$ cat config.mk
export PLATFORM = sky130hd
export DESIGN_NAME = rtnh_mac
export DESIGN_NICKNAME = d
export VERILOG_FILES = /design/src/hw/rtl/rtnh_pkg.sv /design/src/hw/rtl/rtnh_mac.sv
export SDC_FILE = /design/constraint.sdc
export NUM_CORES = 1
export LEC_CHECK = 0
export BUFFER_PORTS_ARGS = -buffer_cell sky130_fd_sc_hd__clkbuf_2
export CORE_ASPECT_RATIO = 1.4
export CORE_MARGIN = 2
export CORE_UTILIZATION = 30
export CTS_CLUSTER_DIAMETER = 60
export CTS_CLUSTER_SIZE = 20
export DETAILED_ROUTE_END_ITERATION = 16
export GPL_TIMING_DRIVEN = 0
export HOLD_SLACK_MARGIN = 0.05
export PLACE_DENSITY_LB_ADDON = 0.3
export SYNTH_ARGS = -nofsm -noshare
export SYNTH_HDL_FRONTEND = slang
export SYNTH_SLANG_ARGS = --single-unit
$ cat constraint.sdc
create_clock -name clk -period 9.7 [get_ports clk]
set_input_delay 0.97 -clock clk [delete_from_list [all_inputs] [get_ports clk]]
set_output_delay 0.97 -clock clk [all_outputs]
set_load 0.01 [all_outputs]
$ cat src/hw/rtl/rtnh_pkg.sv
// Shared types, constants and the sequencer program for the ray/triangle nearest-hit block.
// Used by rtnh_mac, rtnh_div and ray_triangle_nearest_hit; no dependencies of its own.
`timescale 1ns / 1ps
package rtnh_pkg;

  localparam int CRD_W   = 32;   // Q16.16 coordinate
  localparam int DIFF_W  = 33;   // difference of two coordinates
  localparam int SLOT_W  = 68;   // scratch slot, holds a cross product component
  localparam int ACC_W   = 137;  // accumulator, holds a dot of two cross products
  localparam int NUM_W   = 103;  // plane numerator and denominator
  localparam int DIV_W   = 134;  // divider remainder and shifted divisor
  localparam int Q_W     = 31;   // quotient t, unsigned Q15.16
  localparam int DIST_W  = 31;
  localparam int PC_W    = 7;
  localparam int SLOT_AW = 4;
  localparam int STEP_W  = 7;
  localparam int QCNT_W  = 5;
  localparam int CFG_AW  = 3;

  localparam logic [DIST_W-1:0]  MISS_DIST   = '1;
  localparam logic [Q_W-1:0]     Q_SAT       = '1;
  localparam logic [PC_W-1:0]    EDGE_PC     = 7'd35;
  localparam logic [SLOT_AW-1:0] Q_SLOT      = 4'd15;
  localparam logic [STEP_W-1:0]  NARROW_LAST = 7'd32;
  localparam logic [STEP_W-1:0]  WIDE_LAST   = 7'd67;

  localparam logic [CFG_AW-1:0] REG_ORIGIN_X = 3'd0;
  localparam logic [CFG_AW-1:0] REG_ORIGIN_Y = 3'd1;
  localparam logic [CFG_AW-1:0] REG_ORIGIN_Z = 3'd2;
  localparam logic [CFG_AW-1:0] REG_DIR_X    = 3'd3;
  localparam logic [CFG_AW-1:0] REG_DIR_Y    = 3'd4;
  localparam logic [CFG_AW-1:0] REG_DIR_Z    = 3'd5;

  typedef enum logic [2:0] {
    UK_LOAD, UK_MAC, UK_STORE, UK_SVNUM, UK_DIV, UK_PNT, UK_SIDE, UK_HIT
  } uop_kind_t;

  typedef enum logic [3:0] {
    PT_A, PT_B, PT_C, PT_P, PT_O, PT_D, PT_Z, PT_BASE, PT_END, PT_OPP
  } pt_t;

  typedef struct packed {
    uop_kind_t           kind;
    logic [SLOT_AW-1:0]  sa;
    logic [SLOT_AW-1:0]  sb;
    logic [SLOT_AW-1:0]  dst;
    pt_t                 pm;
    pt_t                 ps;
    logic [1:0]          comp;
    logic                wide;
    logic                neg;
    logic                clr;
  } uop_t;

  typedef struct packed {
    logic start;
    logic clr;
    logic neg;
    logic wide;
  } mac_ctl_t;

  typedef struct packed {
    logic busy;
    logic done;
  } mac_sts_t;

  typedef enum logic [2:0] {SQ_IDLE, SQ_FETCH, SQ_EXEC, SQ_WAIT, SQ_OUT} seq_state_t;
  typedef enum logic [1:0] {DV_IDLE, DV_CHK, DV_RUN} div_state_t;

  function automatic uop_t u_load(logic [SLOT_AW-1:0] dst, pt_t m, pt_t s, logic [1:0] comp);
    uop_t u;
    u = '0;
    u.kind = UK_LOAD;
    u.dst  = dst;
    u.pm   = m;
    u.ps   = s;
    u.comp = comp;
    return u;
  endfunction

  function automatic uop_t u_mac(logic [SLOT_AW-1:0] sa, logic [SLOT_AW-1:0] sb,
                                 logic wide, logic neg, logic clr);
    uop_t u;
    u = '0;
    u.kind = UK_MAC;
    u.sa   = sa;
    u.sb   = sb;
    u.wide = wide;
    u.neg  = neg;
    u.clr  = clr;
    return u;
  endfunction

  function automatic uop_t u_ctl(uop_kind_t kind, logic [SLOT_AW-1:0] dst, logic [1:0] comp);
    uop_t u;
    u = '0;
    u.kind = kind;
    u.dst  = dst;
    u.comp = comp;
    return u;
  endfunction

  // Cross product of slots 0..2 by slots 3..5 into three slots from dst.
  function automatic uop_t u_cross(logic [3:0] k, logic [SLOT_AW-1:0] dst);
    uop_t u;
    case (k)
      4'd0:    u = u_mac(4'd1, 4'd5, 1'b0, 1'b0, 1'b1);
      4'd1:    u = u_mac(4'd2, 4'd4, 1'b0, 1'b1, 1'b0);
      4'd2:    u = u_ctl(UK_STORE, dst, 2'd0);
      4'd3:    u = u_mac(4'd2, 4'd3, 1'b0, 1'b0, 1'b1);
      4'd4:    u = u_mac(4'd0, 4'd5, 1'b0, 1'b1, 1'b0);
      4'd5:    u = u_ctl(UK_STORE, dst + 4'd1, 2'd0);
      4'd6:    u = u_mac(4'd0, 4'd4, 1'b0, 1'b0, 1'b1);
      4'd7:    u = u_mac(4'd1, 4'd3, 1'b0, 1'b1, 1'b0);
      default: u = u_ctl(UK_STORE, dst + 4'd2, 2'd0);
    endcase
    return u;
  endfunction

  // Edge-relative points: edge 0 is B->C opposite A, edge 1 A->C opposite B,
  // edge 2 A->B opposite C.
  function automatic pt_t pt_resolve(pt_t pt, logic [1:0] edg);
    pt_t r;
    case (pt)
      PT_BASE: r = (edg == 2'd0) ? PT_B : PT_A;
      PT_END:  r = (edg == 2'd2) ? PT_B : PT_C;
      PT_OPP:  r = (edg == 2'd0) ? PT_A : ((edg == 2'd1) ? PT_B : PT_C);
      default: r = pt;
    endcase
    return r;
  endfunction

  // Slots: 0..2 first edge vector, 3..5 second, 6..8 normal or first cross,
  // 9..11 O-A or second cross, 12..14 direction, 15 quotient.
  function automatic uop_t ucode(logic [PC_W-1:0] pc);
    uop_t u;
    case (pc) inside
      [7'd0:7'd2]:   u = u_load(4'(pc), PT_B, PT_A, 2'(pc));
      [7'd3:7'd5]:   u = u_load(4'(pc), PT_C, PT_A, 2'(pc - 7'd3));
      [7'd6:7'd8]:   u = u_load(4'(pc + 7'd3), PT_O, PT_A, 2'(pc - 7'd6));
      [7'd9:7'd11]:  u = u_load(4'(pc + 7'd3), PT_D, PT_Z, 2'(pc - 7'd9));
      [7'd12:7'd20]: u = u_cross(4'(pc - 7'd12), 4'd6);
      7'd21:         u = u_mac(4'd6, 4'd9, 1'b0, 1'b0, 1'b1);
      7'd22:         u = u_mac(4'd7, 4'd10, 1'b0, 1'b0, 1'b0);
      7'd23:         u = u_mac(4'd8, 4'd11, 1'b0, 1'b0, 1'b0);
      7'd24:         u = u_ctl(UK_SVNUM, 4'd0, 2'd0);
      7'd25:         u = u_mac(4'd6, 4'd12, 1'b0, 1'b0, 1'b1);
      7'd26:         u = u_mac(4'd7, 4'd13, 1'b0, 1'b0, 1'b0);
      7'd27:         u = u_mac(4'd8, 4'd14, 1'b0, 1'b0, 1'b0);
      7'd28:         u = u_ctl(UK_DIV, 4'd0, 2'd0);
      7'd29:         u = u_mac(4'd12, Q_SLOT, 1'b0, 1'b0, 1'b1);
      7'd30:         u = u_ctl(UK_PNT, 4'd0, 2'd0);
      7'd31:         u = u_mac(4'd13, Q_SLOT, 1'b0, 1'b0, 1'b1);
      7'd32:         u = u_ctl(UK_PNT, 4'd0, 2'd1);
      7'd33:         u = u_mac(4'd14, Q_SLOT, 1'b0, 1'b0, 1'b1);
      7'd34:         u = u_ctl(UK_PNT, 4'd0, 2'd2);
      [7'd35:7'd37]: u = u_load(4'(pc - 7'd35), PT_END, PT_BASE, 2'(pc - 7'd35));
      [7'd38:7'd40]: u = u_load(4'(pc - 7'd35), PT_P, PT_BASE, 2'(pc - 7'd38));
      [7'd41:7'd49]: u = u_cross(4'(pc - 7'd41), 4'd6);
      [7'd50:7'd52]: u = u_load(4'(pc - 7'd47), PT_OPP, PT_BASE, 2'(pc - 7'd50));
      [7'd53:7'd61]: u = u_cross(4'(pc - 7'd53), 4'd9);
      7'd62:         u = u_mac(4'd6, 4'd9, 1'b1, 1'b0, 1'b1);
      7'd63:         u = u_mac(4'd7, 4'd10, 1'b1, 1'b0, 1'b0);
      7'd64:         u = u_mac(4'd8, 4'd11, 1'b1, 1'b0, 1'b0);
      7'd65:         u = u_ctl(UK_SIDE, 4'd0, 2'd0);
      default:       u = u_ctl(UK_HIT, 4'd0, 2'd0);
    endcase
    return u;
  endfunction

endpackage

$ cat src/hw/rtl/rtnh_mac.sv
// Shared bit-serial signed multiply-accumulate unit: one shifted add per cycle.
// Depends on rtnh_pkg.
`timescale 1ns / 1ps
module rtnh_mac (
  input  logic                                   clk,
  input  logic                                   rst_n,
  input  rtnh_pkg::mac_ctl_t                     ctl,
  input  logic signed [rtnh_pkg::SLOT_W-1:0]     a,
  input  logic signed [rtnh_pkg::SLOT_W-1:0]     b,
  output rtnh_pkg::mac_sts_t                     sts,
  output logic signed [rtnh_pkg::ACC_W-1:0]      acc
);

  logic signed [rtnh_pkg::ACC_W-1:0]  acc_r, acc_nxt;
  logic        [rtnh_pkg::ACC_W-1:0]  a_sh_r, term;
  logic        [rtnh_pkg::SLOT_W-1:0] b_sh_r;
  logic        [rtnh_pkg::STEP_W-1:0] cnt_r;
  logic                               neg_r, busy_r, done_r, sub;

  // The top bit of the serial operand has negative weight.
  always_comb begin
    term    = b_sh_r[0] ? a_sh_r : '0;
    sub     = (cnt_r == '0) ^ neg_r;
    acc_nxt = acc_r + (sub ? ~term : term) + rtnh_pkg::ACC_W'(sub);
  end

  always_ff @(posedge clk) begin
    if (!rst_n) begin
      busy_r <= 1'b0;
      done_r <= 1'b0;
    end else begin
      done_r <= busy_r && (cnt_r == '0);
      if (ctl.start) begin
        busy_r <= 1'b1;
      end else if (busy_r && (cnt_r == '0)) begin
        busy_r <= 1'b0;
      end
    end
  end

  always_ff @(posedge clk) begin
    if (ctl.start) begin
      a_sh_r <= rtnh_pkg::ACC_W'(a);
      b_sh_r <= b;
      cnt_r  <= ctl.wide ? rtnh_pkg::WIDE_LAST : rtnh_pkg::NARROW_LAST;
      neg_r  <= ctl.neg;
      if (ctl.clr) begin
        acc_r <= '0;
      end
    end else if (busy_r) begin
      acc_r  <= acc_nxt;
      a_sh_r <= a_sh_r << 1;
      b_sh_r <= b_sh_r >> 1;
      cnt_r  <= cnt_r - 1'b1;
    end
  end

  assign acc      = acc_r;
  assign sts.busy = busy_r;
  assign sts.done = done_r;

endmodule

### Word level (Yosys, flattened, before mapping)

Cells that the tools add are included.

* register bits: 352
* bits in latches: 0
* RAM bits: 0
* ROM bits: 0
* input bits: 142
* output and inout bits: 139
* logic and storage cells: 32
* memories: 0

* add/subtract/negate cells: 3
* $mul: 0
* divide/modulo/power cells: 0
* order comparisons: 0
* equality and inequality tests: 1
* shift-type cells: 0
* multiplexer cells: 14
* bitwise logic cells: 2
* reductions and logical operators: 5

Operator list (count)
* $mux W137: 7
* $add A137 B1 Y137: 1
* $add A137 B137 Y137: 1
* $not A137 Y137: 1
* $mux W68: 2
* $mux W7: 3
* $logic_not A7 Y1: 1
* $sub A7 B1 Y7 const B: 1
* $reduce_bool A2 Y1: 2
* $mux W1: 2
* $ne A2 B2 Y1 const B: 1
* $reduce_and A2 Y1: 1
* $logic_and A1 B1 Y1: 1
* $xor A1 B1 Y1: 1

### Logic depth before layout (Yosys ltp)

* depth in word-level cells: 7
* depth in mapped cells: 22
* gate-level depth less buffers: 19

### Worst setup path after synthesis

Ideal clock, no wire load.

* path kind: reg-to-reg
* from: reg cnt_r[2] (netlist bit)
* to: reg acc_r, in the netlist acc[135], data pin
* arrival: 5.141 ns
* slack: 4.288 ns
* cell stages (with the launch flop): 19
* path buffers: 3
* clock period less this slack: 5.412 ns
* path through: edfxtp_1 > nor4_4 > and2_1 > xnor2_1 > clkbuf_1 > clkbuf_1 > buf_1 > xor2_1 > ha_1 > nand4_1 > or3_4 > nor4_2 > nand4b_1 > a2111oi_4 > o21a_2 > o211ai_2 > a21boi_4 > nor3_1 > or4b_1

* word-level cells in the longest chain between the ends: 7

Ends and longest elaborated chain
* start, declared: line rtnh_mac.sv:17 `logic [rtnh_pkg::STEP_W-1:0] cnt_r;`
* start signal, assigned: line rtnh_mac.sv:45 `cnt_r <= ctl.wide ? rtnh_pkg::WIDE_LAST : rtnh_pkg::NARROW_LAST;`
* start signal, assigned: line rtnh_mac.sv:54 `cnt_r <= cnt_r - 1'b1;`
* $logic_not A7 Y1 *: line rtnh_mac.sv:23 `sub = (cnt_r == '0) ^ neg_r;`
* $xor A1 B1 Y1 *: line rtnh_mac.sv:23
* $mux W137: line rtnh_mac.sv:24 `acc_nxt = acc_r + (sub ? ~term : term) + rtnh_pkg::ACC_W'(sub);`
* $add A137 B137 Y137: line rtnh_mac.sv:24
* $add A137 B1 Y137 *: line rtnh_mac.sv:24
* $mux W137 *: line rtnh_mac.sv:50 `end else if (busy_r) begin`
* $mux W137 *: line rtnh_mac.sv:42 `if (ctl.start) begin`
* end signal, assigned: line rtnh_mac.sv:51 `acc_r <= acc_nxt;`
* end, declared: line rtnh_mac.sv:14 `logic signed [rtnh_pkg::ACC_W-1:0] acc_r, acc_nxt;`

Mark *: on every way between the ends. The rest lies on a longest branch, timed or not. The select of a mux whose other input is x is not followed.
A chain may end at the register's enable or synchronous reset.

### Worst setup path in the final report

* from: reg cnt_r[0] (netlist bit)
* to: reg acc_r, in the netlist acc[125], data pin

The elaborated chain is that of the path after synthesis.

==> impl_metrics.yaml <==
run_status:
  status: "finished clean"
setup_path:
  critical_path_class: "flip-flop to flip-flop"
  startpoint: "cnt_r[0]"
  cp-start-kind: "flip-flop"
  cp.arrival_ns: 8.63
  worstPathCellList: "inv_1, ha_1, nor2b_1, and2_1, xnor2_1, clkbuf_1, clkbuf_1, buf_8, buf_1, xor2_1, ha_1, nand2_1, o21ai_0, a221o_1, nor3_1, a21oi_1, o2111ai_1, a211oi_1, o21ai_1, o41ai_1, xnor2_1, nor2_1"
  crit_required_ns: 10.00
  critical_path.max_stage_delay_ns: 0.84
  worst-r2r-setup-slack_ns: 1.37
  endpoint_kind: "flip-flop"
  cp_slowest_cell: "clkbuf_1"
  crit_buf_inv: 5
  critPathTopFamily: "compound AO/OA/AOI/OAI gates"
  rr_startpoint: "cnt_r[0]"
  path_max_fanout: 10
grt:
  grt_use_total_pct: 19.6
  grt_pass1_vias: 20800
  grt_antenna_before_repair: 2
  overflow: 0
  grt_pass1_wl_um: 125000
  grt_start_max_net_pins: 100
logic_synthesis:
  yosys_warnings: 0
  ys_seq_area_share_pct: 42.7
  synthCells: 2613
  yosys.area_share.simple_pct: 14.4
  synth_area_sq_mm: 0.0247
  synth_compound_area_share_pct: 16.1
  synth-edff-count: 350
  ys.flop_type: "edfxtp_1"
  ys_ff_latch: 352
  ys_types: 81
  synth_nets: 2895
  synth_top_family_by_area: "compound AO/OA/AOI/OAI gates"
  synth_fa_ha_area_share_pct: 7.12
  synth.avg_cell_area_sq_um: 9.46
  muxShareOfSynthArea_pct: 6.63
  async_flop_share_pct: 0
  synth_xor_area_share_pct: 9.00
cts:
  clkLatencyLatePin_ns: 0.60
  ctsHtreeMaxLevel: 2
  cts_hold_buffers: 0
  cts_buffers: 36
  cts-root-buf: "clkbuf_16"
  cts_tree: "yes"
  postCtsSetupRepairBufs: 0
  post_cts_resized: 0
  cts.sinks: 352
  clk_pin_slew_ns: 0.08
  clockBufferDepth: 3
floorplan:
  rows: 124
  io_pins: 281
  die_x_um: 247
  fp.dieH_um: 344
  initial_core_util_pct: 30.3
  core_sq_mm: 0.0816
  dieArea_sq_mm: 0.0848
timing:
  timing.final.crit_share_pct: 85.9
  max_freq_ghz: 0.120
  hold_slack_ns: 0.551
  rsz0062_at_grt: "no"
  setup_tns_ns: 0
  setup_viol: 0
  max_slew_margin_pct: 12.5
  min_period_ns: 8.33
  finalHoldViolCount: 0
  tightest_slew_ns: 1.31
  finalMaxSlewViolations: 0
  skew_ns: 0.0442
routing:
  antenna_left: 0
  vias_per_cell: 5.10
  drt_pass1_iterations: 5
  vias: 20600
  wl_per_cell_um: 20.9
  post-route-drc-count: 0
  wl_um: 84500
  drt-initial-drc-count: 1559
job:
  drv_cap: 0
pwr:
  peakVddDrop_mv: 0.151
  power_w: 0.00767
  p_int_w: 0.00425
  p_leak_nw: 11.3
  power_density_mw_per_mm2: 266
  pwr-share-clk_pct: 19.5
  p_comb_share_pct: 51.1
  p_sw_w: 0.00341
  seq_power_share_pct: 29.4
  sw_frac_of_total_pct: 44.5
finish:
  fillers: 8542
  finalNetCount: 3219
  syn2layout_area_growth_pct: 16.8
  stdcell_area_sq_mm: 0.0289
  layout.cells.non_filler: 4037
  drive_gt1_share_pct: 18.1
place:
  dp_cells: 3970
  dp_hpwl_um: 67300
  placed_cell_area_sq_mm: 0.0276
  io_buffers: 280
  gp_congestion: 0.945
worst_hold_path:
  hp-start: "b_sh_r[63]"
  hp-class: "flip-flop to flip-flop"
## worst paths after layout
check / depth (start not counted) / endpoint
hold reg to reg: 1 / b_sh_r[62]
hold / removal: 1 / b_sh_r[62]
setup / recovery: 22 / acc[125]
setup reg to reg: 22 / acc[125]
## through the flow
step / setup slack, ns / util (%)
2_1_floorplan: 4.29 / -
3_3_place_gp: 1.23 / 33.7
3_5_place_dp: 1.50 / 33.9
4_1_cts: 1.47 / 35.4
5_1_grt: 1.15 / 35.4
6_report: 1.37 / 35.4
## routing by layer
metal,wire (um),track usage (%)
met1,33700,22.7
met2,43300,35.8
met3,4370,2.98
met4,3100,7.51
met5,0,0
## registers in the layout (all words and copies together) (netlist names)
register and count:
b_sh_r 68, neg_r 1, a_sh_r 137, done_r 1, acc 137, cnt_r 7
busy_r 1
## cells in the mapped netlist, types with 3 or more instances
library cell  number  share of area (%)
nor2_1           246                3.7
a31o_2             4               0.14
a311oi_1           3               0.11
a31oi_1           19               0.48
or3_1             10               0.25
ha_1             139                7.0
buf_4              7               0.21
o211ai_1           7               0.21
nor3b_1            9               0.27
a211oi_1           6               0.18
o21ai_1            5               0.10
o221ai_1           4               0.14
inv_1            122                1.9
nand3_1           26               0.53
o21bai_1          46                1.4
o2111ai_1          3               0.11
a21boi_0          13               0.39
buf_1             17               0.26
or2_2             12               0.30
o22ai_1            4               0.10
nand2_1          325                4.9
nor3_1            44               0.89
and3_1             7               0.18
nand4_1           64                1.6
mux2i_1            3               0.12
edfxtp_1         350                 43
nor4_1             7               0.18
mux2_2           143                6.5
o31ai_1           17               0.52
xor2_1           182                6.4
nor2b_1           15               0.38
clkbuf_1         112                1.7
a21oi_1          231                4.7
xnor2_1           72                2.6
o21a_1            34                1.0
and2_1             9               0.23
a221o_1            4               0.16
a21o_1            41                1.2
nand2b_1           3              0.076
o21ai_0          194                3.9
## worst register-to-register path, delay by kind of cell, from the launching register on
kind                       cells  cell delay, ns
and+or+nand+nor                5            0.74
AOI/OAI and AO/OA              7            3.18
DFF                            1            0.42
adders and majority gates      2            0.51
buffers and inverters          5            2.61
xor gates and xnor gates       3            0.57
## logic make-up (layout without fill, tap and decap cells)
logic type | count (synthesis) | in the layout
compound gates | 662 | 662
xor+xnor | 254 | 254
fa+ha+maj | 140 | 140
buf+inv | 260 | 611
flops | 352 | 352
mux | 146 | 146
other cells | 0 | 2
simple gates | 799 | 799
## power groups by stage
stage	Combinational, W	Clock (W)	Sequential (W)
2_1_floorplan	0.00265	0	0.00230
3_3_place_gp	0.00386	0	0.00230
3_5_place_dp	0.00387	0	0.00229
4_1_cts	0.00391	0.00155	0.00226
5_1_grt	0.00433	0.00160	0.00228
6_report	0.00392	0.00150	0.00225
## layout by cell type, fill, tap and decap left out, types with 34 or more instances in the layout
cell type / instances
nand4_1: 64
ha_1: 139
inv_1: 122
mux2_2: 142
a21oi_1: 231
o21a_1: 34
xnor2_1: 72
nor3_1: 44
nand2_1: 325
o21bai_1: 46
nor2_1: 246
clkbuf_2: 281
a21o_1: 41
clkbuf_1: 113
o21ai_0: 194
clkbuf_16: 36
xor2_1: 182
edfxtp_1: 350
## layout make-up
class	count	area, sq um	share of cell area (%)
Sequential cell	352	10600	36.5
Antenna cell	2	5.00	0.0173
Tap cell	1071	1340	4.64
Buffer	138	553	1.92
Inverter	122	458	1.59
Multi-Input combinational cell	2001	13200	45.7
Clock inverter	28	332	1.15
Timing Repair Buffer	286	1550	5.36
Clock buffer	37	905	3.13
No activity file was read; power rests on OpenSTA's default activity.
